[src/iohub_pkg.sv]
// Package for the I/O hub register block: address map, access kinds,
// fixed status values and DMA interrupt register masks. No dependencies.
package iohub_pkg;

    localparam int unsigned ADDR_W = 32;
    localparam int unsigned DATA_W = 32;
    localparam int unsigned KIND_W = 2;

    // Access kinds carried in tuser
    localparam logic [KIND_W-1:0] KIND_READ  = 2'd0;
    localparam logic [KIND_W-1:0] KIND_WRITE = 2'd1;
    localparam logic [KIND_W-1:0] KIND_RAISE = 2'd2;

    // Register window (inclusive bounds)
    localparam logic [ADDR_W-1:0] WIN_LOW  = 32'h1F80_0000;
    localparam logic [ADDR_W-1:0] WIN_HIGH = 32'h1F80_2FFF;

    // Register addresses
    localparam logic [ADDR_W-1:0] ADDR_I_STAT  = 32'h1F80_1070;
    localparam logic [ADDR_W-1:0] ADDR_I_MASK  = 32'h1F80_1074;
    localparam logic [ADDR_W-1:0] ADDR_DPCR    = 32'h1F80_10F0;
    localparam logic [ADDR_W-1:0] ADDR_DICR    = 32'h1F80_10F4;
    localparam logic [ADDR_W-1:0] ADDR_TMR0    = 32'h1F80_1100;
    localparam logic [ADDR_W-1:0] ADDR_TMR1    = 32'h1F80_1110;
    localparam logic [ADDR_W-1:0] ADDR_TMR2    = 32'h1F80_1120;
    localparam logic [ADDR_W-1:0] ADDR_TMR3    = 32'h1F80_1130;
    localparam logic [ADDR_W-1:0] ADDR_SIO_ST  = 32'h1F80_1200;
    localparam logic [ADDR_W-1:0] ADDR_CH_ST   = 32'h1F80_1450;
    localparam logic [ADDR_W-1:0] ADDR_XFER_ST = 32'h1F80_1578;
    localparam logic [ADDR_W-1:0] ADDR_SEMA    = 32'h1F80_157C;
    localparam logic [ADDR_W-1:0] ADDR_DISC0   = 32'h1F80_1E00;
    localparam logic [ADDR_W-1:0] ADDR_DISC1   = 32'h1F80_1E80;

    // Fixed status values
    localparam logic [DATA_W-1:0] VAL_SIO_ST  = 32'h0000_0005;
    localparam logic [DATA_W-1:0] VAL_CH_ST   = 32'h1D00_0000;
    localparam logic [DATA_W-1:0] VAL_XFER_ST = 32'h0000_0001;
    localparam logic [DATA_W-1:0] VAL_DISC_ST = 32'h0000_0003;

    // DMA interrupt register write merge
    localparam logic [DATA_W-1:0] DICR_KEEP_MASK = 32'h7F00_0000;
    localparam logic [DATA_W-1:0] DICR_FORCE     = 32'h8000_0000;

    localparam int unsigned NUM_TIMERS = 4;
    localparam int unsigned TMR_IDX_W  = 2;

endpackage

[src/io_hub_register_block_unit.sv]
// Top level of the I/O hub register block: input register, decode and
// register file update, result register. Depends on iohub_pkg.
//
// Usage:
//   Slave stream (s_axis) carries one bus access per transaction:
//     tuser = kind (0 read, 1 write, 2 raise interrupt status bits),
//     tdata = address in bits [31:0], write data in bits [63:32].
//   Master stream (m_axis) returns exactly one result per access, in order:
//     tdata = read data, tuser[0] = handled (read or write whose address fell in the window).
// Flow: the access lands in the input register at the accepting edge and
//   moves into the result register, raising o_m_axis_tvalid, once the
//   result register is free or being taken.
//   Throughput: one transaction per cycle while i_m_axis_tready is not held
//   low, set by the single decode/update stage between the two registers;
//   register file state is updated as an access leaves the input register,
//   so back-to-back accesses see each other's effects in order.
// Reset (i_rst_n low, synchronous): both pipeline registers empty, every
//   register and timer counter cleared to zero.
// Stall: while i_m_axis_tready is low the result register holds; the input
//   register still takes one more transaction, after which o_s_axis_tready
//   drops until the result is taken. No transaction is dropped or repeated.
module io_hub_register_block_unit
    import iohub_pkg::*;
(
    input  logic                 i_clk,
    input  logic                 i_rst_n,
    // slave side
    input  logic                 i_s_axis_tvalid,
    output logic                 o_s_axis_tready,
    input  logic [63:0]          i_s_axis_tdata,   // [31:0] address, [63:32] write_data
    input  logic [KIND_W-1:0]    i_s_axis_tuser,   // [1:0] kind
    // master side
    output logic                 o_m_axis_tvalid,
    input  logic                 i_m_axis_tready,
    output logic [DATA_W-1:0]    o_m_axis_tdata,   // [31:0] read_data
    output logic [0:0]           o_m_axis_tuser    // [0] handled
);

    // input register
    logic              r_in_valid;
    logic [KIND_W-1:0] r_in_kind;
    logic [ADDR_W-1:0] r_in_addr;
    logic [DATA_W-1:0] r_in_wdata;

    // result register
    logic              r_out_valid;
    logic [DATA_W-1:0] r_out_rdata;
    logic              r_out_hit;

    // register file
    logic [DATA_W-1:0] r_irq_stat, n_irq_stat;
    logic [DATA_W-1:0] r_irq_mask, n_irq_mask;
    logic [DATA_W-1:0] r_dpcr,     n_dpcr;
    logic [DATA_W-1:0] r_dicr,     n_dicr;
    logic [DATA_W-1:0] r_sema,     n_sema;
    logic [DATA_W-1:0] r_timer [NUM_TIMERS];
    logic [DATA_W-1:0] n_timer_val;
    logic              n_timer_we;

    logic [DATA_W-1:0] n_rdata;
    logic              n_hit;

    logic              in_fire;
    logic              out_free;
    logic              stage_adv;
    logic              in_win;
    logic [TMR_IDX_W-1:0] tmr_idx;
    logic [DATA_W-1:0] tmr_inc;

    assign out_free        = !r_out_valid || i_m_axis_tready;
    assign stage_adv       = r_in_valid && out_free;
    assign o_s_axis_tready = !r_in_valid || out_free;
    assign in_fire         = i_s_axis_tvalid && o_s_axis_tready;

    assign o_m_axis_tvalid   = r_out_valid;
    assign o_m_axis_tdata    = r_out_rdata;
    assign o_m_axis_tuser[0] = r_out_hit;

    assign in_win  = (r_in_addr >= WIN_LOW) && (r_in_addr <= WIN_HIGH);
    // timer select comes from address bits [5:4] (0x...1100 + 0x10*n)
    assign tmr_idx = r_in_addr[5:4];
    assign tmr_inc = r_timer[tmr_idx] + DATA_W'(1);

    // decode and next-state for the access in the input register
    always_comb begin
        n_irq_stat  = r_irq_stat;
        n_irq_mask  = r_irq_mask;
        n_dpcr      = r_dpcr;
        n_dicr      = r_dicr;
        n_sema      = r_sema;
        n_timer_val = tmr_inc;
        n_timer_we  = 1'b0;
        n_rdata     = '0;
        n_hit       = 1'b0;

        if (r_in_kind == KIND_RAISE) begin
            n_irq_stat = r_irq_stat | r_in_wdata;
            n_rdata    = n_irq_stat;
        end else if (r_in_kind == KIND_READ && in_win) begin
            n_hit = 1'b1;
            unique case (r_in_addr)
                ADDR_I_STAT:  n_rdata = r_irq_stat;
                ADDR_I_MASK:  n_rdata = r_irq_mask;
                ADDR_DPCR:    n_rdata = r_dpcr;
                ADDR_DICR:    n_rdata = r_dicr;
                ADDR_TMR0, ADDR_TMR1, ADDR_TMR2, ADDR_TMR3: begin
                    n_timer_we = 1'b1;
                    n_rdata    = tmr_inc;
                end
                ADDR_SIO_ST:  n_rdata = VAL_SIO_ST;
                ADDR_CH_ST:   n_rdata = VAL_CH_ST;
                ADDR_XFER_ST: n_rdata = VAL_XFER_ST;
                ADDR_SEMA:    n_rdata = r_sema;
                ADDR_DISC0, ADDR_DISC1: n_rdata = VAL_DISC_ST;
                default:      n_rdata = '0;
            endcase
        end else if (r_in_kind == KIND_WRITE && in_win) begin
            n_hit = 1'b1;
            unique case (r_in_addr)
                ADDR_I_STAT: n_irq_stat = r_irq_stat & ~r_in_wdata;  // write-one-to-clear
                ADDR_I_MASK: n_irq_mask = r_in_wdata;
                ADDR_DPCR:   n_dpcr     = r_in_wdata;
                ADDR_DICR:   n_dicr     = (r_dicr & ~r_in_wdata)
                                        | (r_in_wdata & DICR_KEEP_MASK) | DICR_FORCE;
                ADDR_SEMA:   n_sema     = r_in_wdata;
                default:     ;
            endcase
        end
        // reserved kind: no effect, zero result
    end

    // input register
    always_ff @(posedge i_clk) begin
        if (!i_rst_n) begin
            r_in_valid <= 1'b0;
        end else if (in_fire) begin
            r_in_valid <= 1'b1;
        end else if (stage_adv) begin
            r_in_valid <= 1'b0;
        end
    end

    always_ff @(posedge i_clk) begin
        if (in_fire) begin
            r_in_kind  <= i_s_axis_tuser;
            r_in_addr  <= i_s_axis_tdata[31:0];
            r_in_wdata <= i_s_axis_tdata[63:32];
        end
    end

    // result register
    always_ff @(posedge i_clk) begin
        if (!i_rst_n) begin
            r_out_valid <= 1'b0;
        end else if (stage_adv) begin
            r_out_valid <= 1'b1;
        end else if (i_m_axis_tready) begin
            r_out_valid <= 1'b0;
        end
    end

    always_ff @(posedge i_clk) begin
        if (stage_adv) begin
            r_out_rdata <= n_rdata;
            r_out_hit   <= n_hit;
        end
    end

    // register file
    always_ff @(posedge i_clk) begin
        if (!i_rst_n) begin
            r_irq_stat <= '0;
            r_irq_mask <= '0;
            r_dpcr     <= '0;
            r_dicr     <= '0;
            r_sema     <= '0;
            for (int i = 0; i < NUM_TIMERS; i++) begin
                r_timer[i] <= '0;
            end
        end else if (stage_adv) begin
            r_irq_stat <= n_irq_stat;
            r_irq_mask <= n_irq_mask;
            r_dpcr     <= n_dpcr;
            r_dicr     <= n_dicr;
            r_sema     <= n_sema;
            if (n_timer_we) begin
                r_timer[tmr_idx] <= n_timer_val;
            end
        end
    end

    // checks
    a_dicr_force: assert property (@(posedge i_clk) disable iff (!i_rst_n)
        stage_adv && r_in_kind == KIND_WRITE && r_in_addr == ADDR_DICR |=> r_dicr[31])
        else $error("DMA interrupt register write did not force bit 31");

    a_raise_sets: assert property (@(posedge i_clk) disable iff (!i_rst_n)
        stage_adv && r_in_kind == KIND_RAISE
        |=> ((r_irq_stat & $past(r_in_wdata)) == $past(r_in_wdata)) && r_out_rdata == r_irq_stat)
        else $error("raise did not set interrupt status bits");

    a_timer0_inc: assert property (@(posedge i_clk) disable iff (!i_rst_n)
        stage_adv && r_in_kind == KIND_READ && r_in_addr == ADDR_TMR0
        |=> r_timer[0] == $past(r_timer[0]) + DATA_W'(1))
        else $error("timer 0 did not count on read");

    a_outside_quiet: assert property (@(posedge i_clk) disable iff (!i_rst_n)
        stage_adv && !in_win && r_in_kind != KIND_RAISE
        |=> $stable(r_irq_stat) && $stable(r_irq_mask) && $stable(r_dicr) && !r_out_hit)
        else $error("access outside window changed state or was marked handled");

    a_stage_fill: assert property (@(posedge i_clk) disable iff (!i_rst_n)
        stage_adv |=> r_out_valid)
        else $error("result register lost a transaction");

endmodule

[config.mk]
export PLATFORM = sky130hd
export DESIGN_NAME = io_hub_register_block_unit
export DESIGN_NICKNAME = d
export VERILOG_FILES = /design/src/iohub_pkg.sv /design/src/io_hub_register_block_unit.sv
export SDC_FILE = /design/constraint.sdc
export NUM_CORES = 1
export LEC_CHECK = 0
export BUFFER_PORTS_ARGS = -buffer_cell sky130_fd_sc_hd__buf_2
export CAP_MARGIN = 5
export CORE_UTILIZATION = 50
export CTS_CLUSTER_DIAMETER = 80
export DETAILED_ROUTE_END_ITERATION = 10
export PLACE_DENSITY_LB_ADDON = 0.08
export REMOVE_ABC_BUFFERS = 1
export SKIP_LAST_GASP = 1
export SYNTH_ARGS = -nofsm -noshare
export SYNTH_HDL_FRONTEND = slang
export SYNTH_SLANG_ARGS = --single-unit
[constraint.sdc]
create_clock -name i_clk -period 10.8 [get_ports i_clk]
set_input_delay 2.16 -clock i_clk [delete_from_list [all_inputs] [get_ports i_clk]]
set_output_delay 2.16 -clock i_clk [all_outputs]
set_load 0.03 [all_outputs]
==> results.md, run 1 <==
* Setup Viol. Count Final at 0
* Sw power at 0.7344 mW
* Synth-to-Final Area Change at 12.99%
* Vias in the first global route at 12164
* Ant. Diodes at 0
* Setup Fix Bufs, Post-CTS at 0
* First-pass GRT wire length at 71290 um
* Via density at 5.913
* FP Rows at 67
* Gpl congestion at 0.8334
* Post-DP HPWL at 27210 um
* Post-synth top flop: edfxtp_1
* Clk buf depth at 3
* Residual DRC at 0
* Largest net degree at the start of global routing at 117
* H-tree levels at 2
* FFs w/ async S/R, synth at 0%
* Register area share after synthesis at 58.78%
* Switching Fraction at 22.34%
* # Max-Cap Violations at 0
* Buffers on Ports at 104
* Tot GR Track Use at 26.51%
* Clk slew on worst S/H paths at 60 ps
* Crit end category: output port
* Cts hold-fix bufs at 0
* PwrDens at 169.3 nW/um^2
* Clk_lat worst skew at 530 ps
* Fill cell count at 2880
* Die Wd at 187.4 um
* RSZ-0062 raised after global routing: no
* Pwr Total at 3.287 mW
* Fin. max-slew vios at 0
* Clock power frac at 43.7%
* CTS Buf Count at 42
* Int Pwr at 2.553 mW
* Total negative slack at 0 ps
* GR Util met2 at 43.81%
* Reg2reg setup slack at 6170 ps
* Worst-margin pin slew at 1113 ps
* CP most frequent cell: buf_2
* WP buf/inv at 2
* Fin util at 57.61%
* Logic pwr share at 6.2%
* Most Crowded Layer GR: met2
* Met1 global-route usage at 36.46%
* Hold Crit Class: register to register
* Smallest hold slack at 429.2 ps
* Synth Area per Inst at 11.16 um^2
* Max incr delay on CP at 210 ps
* CTS tree: built
* Crit path time final at 4900 ps
* Max Freq at 204.1 MHz
* Cell family contributing the most delay on the critical path: simple AND/OR/NAND/NOR gates
* CP required at 8640 ps
* Final period util at 45.37%
* Seq pwr share at 50.1%
* Initial Utilization at 50.98%
* Final wirelength at 46290 um
* Grt ovf at 0
* Synth warnings at 0
* Post-synth EDFFs at 227
* Pre-antenna DRT Iters at 6
* WS Path Type: input pin to output port
* Critical Path, Cell by Cell: buf_2 > nor2b_1 > nand2_1 > buf_2
* GR met3 Demand/Resource at 4.390%
* Layout cells sized above 1 at 16.49%
* Worst clock skew at 13.00 ps
* Peak supply drop at 0.1190 mV
* Core area at 33700 um^2
* Sink Count at 391
* NumNets Final at 1681
* Slew HR at 25.82%
* Crit path max fanout at 4
* Ports at 105
* Crit path max-delay cell type: nor2b_1
* Synthesized area at 17180 um^2
* Height of the die at 187.4 um
* Drt initial violations at 1261
* Clock tree root buffer cell: clkbuf_16
* Initial antenna violation count at 1
* Post-CTS resize count at 0
* Routed Antenna Nets at 0
* Wire per inst at 22.14 um
* Status: finished clean
* Detailed-route via count at 12364
* Critical Path Source Type: input pin
* Die area at 35110 um^2
* Final Hold Viols at 0
* Critical path arrival at 2740 ps
* Post-synth cell types at 71
* Synth Register Bits at 391
* Cells after synthesis at 1539
* P_leak at 6.799 nW
## synthesized netlist by cell type, types with 11 or more instances
cell type	n	share of area (%)
nand3_1	18	0.52
xor2_1	21	1.1
a21o_1	16	0.70
mux4_2	31	4.1
a222oi_1	18	1.0
a21boi_0	93	4.1
nor2_1	133	2.9
and3_1	43	1.6
a21boi_1	35	1.5
inv_1	18	0.39
a221oi_1	11	0.56
nand2b_1	20	0.73
o21a_1	38	1.7
a21oi_1	42	1.2
dfxtp_1	164	19
o21ai_0	38	1.1
nor2b_1	14	0.51
buf_2	12	0.35
mux2_2	19	1.2
nor3_1	25	0.73
clkbuf_1	76	1.7
edfxtp_1	227	40
mux2i_1	11	0.64
nand4_1	18	0.66
nand2_1	276	6.0
## logic make-up after synthesis
| kind of cell | after synthesis | synth area share, % |
|---|---|---|
| and+or+nand+nor | 598 | 16.21 |
| adders and majority gates | 1 | 0.07281 |
| AOI/OAI and AO/OA | 341 | 14.55 |
| buffers and inverters | 117 | 2.906 |
| muxes | 61 | 5.950 |
| DFF | 391 | 58.78 |
| xor gates and xnor gates | 30 | 1.529 |
## cell type report
| type | instances | area (um^2) | share of cell area (%) |
|---|---|---|---|
| well taps | 448 | 560.5 | 2.887 |
| multi-input cells | 1031 | 6620 | 34.10 |
| repair buffers | 126 | 688.2 | 3.545 |
| inverters | 18 | 67.56 | 0.3480 |
| flip-flops and latches | 391 | 10100 | 52.03 |
| clock inverters | 19 | 181.4 | 0.9345 |
| clock buffers | 58 | 1195 | 6.155 |
## flip-flops by register name (all words and copies together) (netlist names), named ones only
register         cells
r_in_wdata          32
r_dicr              32
o_m_axis_tvalid      1
o_m_axis_tdata      32
r_in_kind            2
r_sema              32
r_timer            128
r_dpcr              32
r_irq_mask          32
r_in_addr           32
r_in_valid           1
o_m_axis_tuser       1
## worst reg2reg max path, stage by stage, from the launching register on
cell      delay (ps)
edfxtp_1         380
nor4b_1          590
nand4b_1         560
or4_1            740
nor3_2           330
nand2_1           90
buf_4            280
or2_1            630
nand2_1          190
buf_4            440
## layout by cell type, fill, tap and decap left out, types with 11 or more instances in the layout
cell type / synthesis / final
a21boi_0: 93 / 93
a21boi_1: 35 / 35
a21o_1: 16 / 16
a21oi_1: 42 / 41
a221oi_1: 11 / 11
a222oi_1: 18 / 18
and3_1: 43 / 43
buf_2: 12 / 103
buf_4: 6 / 23
clkbuf_1: 76 / 11
clkbuf_16: 0 / 45
clkinv_1: 0 / 11
dfxtp_1: 164 / 163
edfxtp_1: 227 / 227
inv_1: 18 / 16
mux2_2: 19 / 19
mux2i_1: 11 / 11
mux4_2: 31 / 31
nand2_1: 276 / 274
nand2b_1: 20 / 20
nand3_1: 18 / 18
nand4_1: 18 / 18
nor2_1: 133 / 131
nor2b_1: 14 / 13
nor3_1: 25 / 25
o21a_1: 38 / 38
o21ai_0: 38 / 38
xor2_1: 21 / 21
## through the flow
| stage | instances | area [um^2] | setup slack [ps] |
|---|---|---|---|
| final | 2091 | 19410 | 5900 |
| after global routing | 2091 | 19410 | 5779 |
| after CTS | 2091 | 19410 | 5883 |
| after detailed placement | 2014 | 18040 | 5860 |
| after global placement | 2014 | 18040 | 5904 |
| after floorplan | 1440 | 16750 | 5673 |
## worst paths after layout
path,start,endpoint,cells after the start
worst min-delay path,r_dicr[19]$_SDFFE_PN0P_,r_dicr[19]$_SDFFE_PN0P_,2
worst max register to register,r_in_addr[18]$_DFFE_PP_,r_timer[2][11]$_SDFFCE_PN0P_,9
worst max-delay path,i_m_axis_tready,o_s_axis_tready,4
worst min register to register,r_dicr[19]$_SDFFE_PN0P_,r_dicr[19]$_SDFFE_PN0P_,2
## layer usage
layer / part of all wire, % / wire (um)
met5: 0.019 / 9
met4: 1.8 / 819
met3: 6.6 / 3042
met2: 48 / 22220
met1: 44 / 20200
## power by group through the flow
stage	Sequential (mW)	Clock, mW	Combinational, mW
final	1.65	1.44	0.205
after global routing	1.65	1.52	0.218
after CTS	1.65	1.46	0.205
after detailed placement	1.68	0	0.204
after global placement	1.68	0	0.202
after floorplan	1.69	0	0.0993
Power figures use the tool's default switching activity.
==> inputs of run 2 (changes only) <==
- clock period: 10.8 -> 4.6 ns (I/O delays scaled with it)
==> run 2 against run 1 <==
  * Critical path depth grew 5
  * Global-route usage grew 0.78 points
  * Worst hold slack gained 0.95 ps
  * Critical endpoint is now o_m_axis_tdata[30]$_DFFE_PP_
  * Total power grew 130%
  * Cell area grew 0.48%
  * Count of clock-buffer cells in the layout is the same
  * Non-clock buffer count grew 21
  * Via count grew 1.6%
  * Sequential share of layout area shrank 0.25 points
  * Register-to-register slack lost 5200 ps
==> results.md, run 2 (synthesized netlist as in run 1, its figures left out) <==
* Status: finished clean
* Final wirelength at 47880 um
* Ports at 105
* Most common cell after layout, fill and taps aside: nand2_1
* Clock tree root buffer cell: clkbuf_16
* Vias in the first global route at 12117
* Ant. Diodes at 0
* Fill cell count at 2897
* Height of the die at 187.4 um
* Clk_lat worst skew at 530 ps
* Clk slew on worst S/H paths at 60 ps
* Core area at 33700 um^2
* Largest net degree at the start of global routing at 135
* Cell family contributing the most delay on the critical path: simple AND/OR/NAND/NOR gates
* PwrDens at 387.0 nW/um^2
* Post-CTS resize count at 0
* Met2 wire length at 22300 um
* P_leak at 6.871 nW
* RSZ-0062 raised after global routing: no
* Worst clock skew at 11.52 ps
* First-pass GRT wire length at 73060 um
* Buffers on Ports at 104
* Smallest hold slack at 430.2 ps
* Max Freq at 276.2 MHz
* FP Rows at 67
* Drt initial violations at 1245
* Detailed-route via count at 12558
* Gpl congestion at 0.8742
* Met1 WL at 21330 um
* CP required at 4890 ps
* Final period util at 78.70%
* Via density at 5.949
* Max incr delay on CP at 740 ps
* Area of the multi-input gates at 6608 um^2
* WP buf/inv at 1
* Fin. max-slew vios at 0
* Worst-margin pin slew at 1047 ps
* Peak supply drop at 0.2841 mV
* Pre-antenna DRT Iters at 6
* Final Hold Viols at 0
* FF+latch area at 10100 um^2
* Grt ovf at 0
* WL met3 at 3436 um
* Critical Path Source Type: register
* CTS Buf Count at 41
* Routed Antenna Nets at 0
* Reg with most FFs: r_timer
* Setup Viol. Count Final at 0
* Crit end category: register
* H-tree levels at 2
* Critical path arrival at 3910 ps
* WS Path Type: register to register
* Crit path max fanout at 10
* Slew HR at 30.18%
* Wire per inst at 22.68 um
* CTS tree: built
* Post-route cell area at 19510 um^2
* Sink Count at 391
* Die Wd at 187.4 um
* Crit path max-delay cell type: dfxtp_1
* Residual DRC at 0
* Top sig layer: met5
* Initial antenna violation count at 1
* Critical Path, Cell by Cell: mux4_2 > ha_1 > nand3_1 > nor4_2 > buf_4 > nand4_1 > xnor2_1 > o2111ai_1 > o21a_1
* NumNets Final at 1701
* Die area at 35110 um^2
* Layout cells sized above 1 at 17.44%
* Setup Fix Bufs, Post-CTS at 0
* Hold Crit Class: register to register
* Clk buf depth at 3
* Initial Utilization at 50.98%
* Tot GR Track Use at 27.28%
* Cts hold-fix bufs at 0
* Post-DP HPWL at 29730 um
* Area after DPL at 18220 um^2
* Commonest cells after routing, fill and taps aside: 276 x nand2_1, 227 x edfxtp_1, 163 x dfxtp_1, 131 x nor2_1, 103 x buf_2
* Crit path time final at 3620 ps
* Synth-to-Final Area Change at 13.53%
* # Max-Cap Violations at 0
* Largest register FFs at 128
[run 2: changes by cell type in the layout (fill, tap and decap cells not counted), sizes merged]
cell,before,now
buf,126,147
bufinv,4,1
clkinvlp,0,1
inv,18,19
[run 2: report_power, final]
part           internal [mW]  switching [mW]  total, mW
sequential              3.80          0.0793       3.88
clock                   1.84            1.35       3.19
combinational          0.173           0.312      0.485
total                   5.81            1.74       7.55
[run 2: worst reg2reg max path: stages (launching register included)]
cell       delay [ps]
dfxtp_1           740
mux4_2            410
ha_1              200
nand3_1           200
nor4_2            570
buf_4             230
nand4_1           110
xnor2_1           610
o2111ai_1         170
o21a_1            130
[run 2: path summary, 6_finish.rpt]
check | slack, ps | depth (start not counted) | startpoint | end
max | 980 | 9 | register | o_m_axis_tdata[30]$_DFFE_PP_
min | 430 | 2 | r_dicr[19]$_SDFFE_PN0P_ | r_dicr[19]$_SDFFE_PN0P_
max reg2reg | 980 | 9 | register | o_m_axis_tdata[30]$_DFFE_PP_
min reg2reg | 430 | 2 | r_dicr[19]$_SDFFE_PN0P_ | r_dicr[19]$_SDFFE_PN0P_
[run 2: final cells by class]
type | instances | area share (%)
clock inverters | 18 | 0.5773
inverters | 18 | 0.3464
multi-input cells | 1031 | 33.87
well taps | 448 | 2.874
repair buffers | 147 | 4.529
flip-flops and latches | 391 | 51.78
clock buffers | 58 | 6.017
[run 2: stage by stage]
step | worst slack, ps | utilization [%] | power, mW | std cells | TNS, ps
after floorplan | -217.2 | - | 4.201 | 1440 | -6949
after global placement | 1120 | 54.07 | 4.430 | 2035 | 0
after detailed placement | 1043 | 54.07 | 4.435 | 2035 | 0
after CTS | 1015 | 57.88 | 7.587 | 2111 | 0
after global routing | 821.4 | 57.88 | 7.780 | 2111 | 0
final | 979.8 | 57.88 | 7.549 | 2111 | 0
[run 2: routing by layer]
layer	vias to the layer above	global-route usage, %
li1	5780	-
met1	6226	38.83
met2	483	43.84
met3	67	4.653
met4	2	6.004
met5	-	0
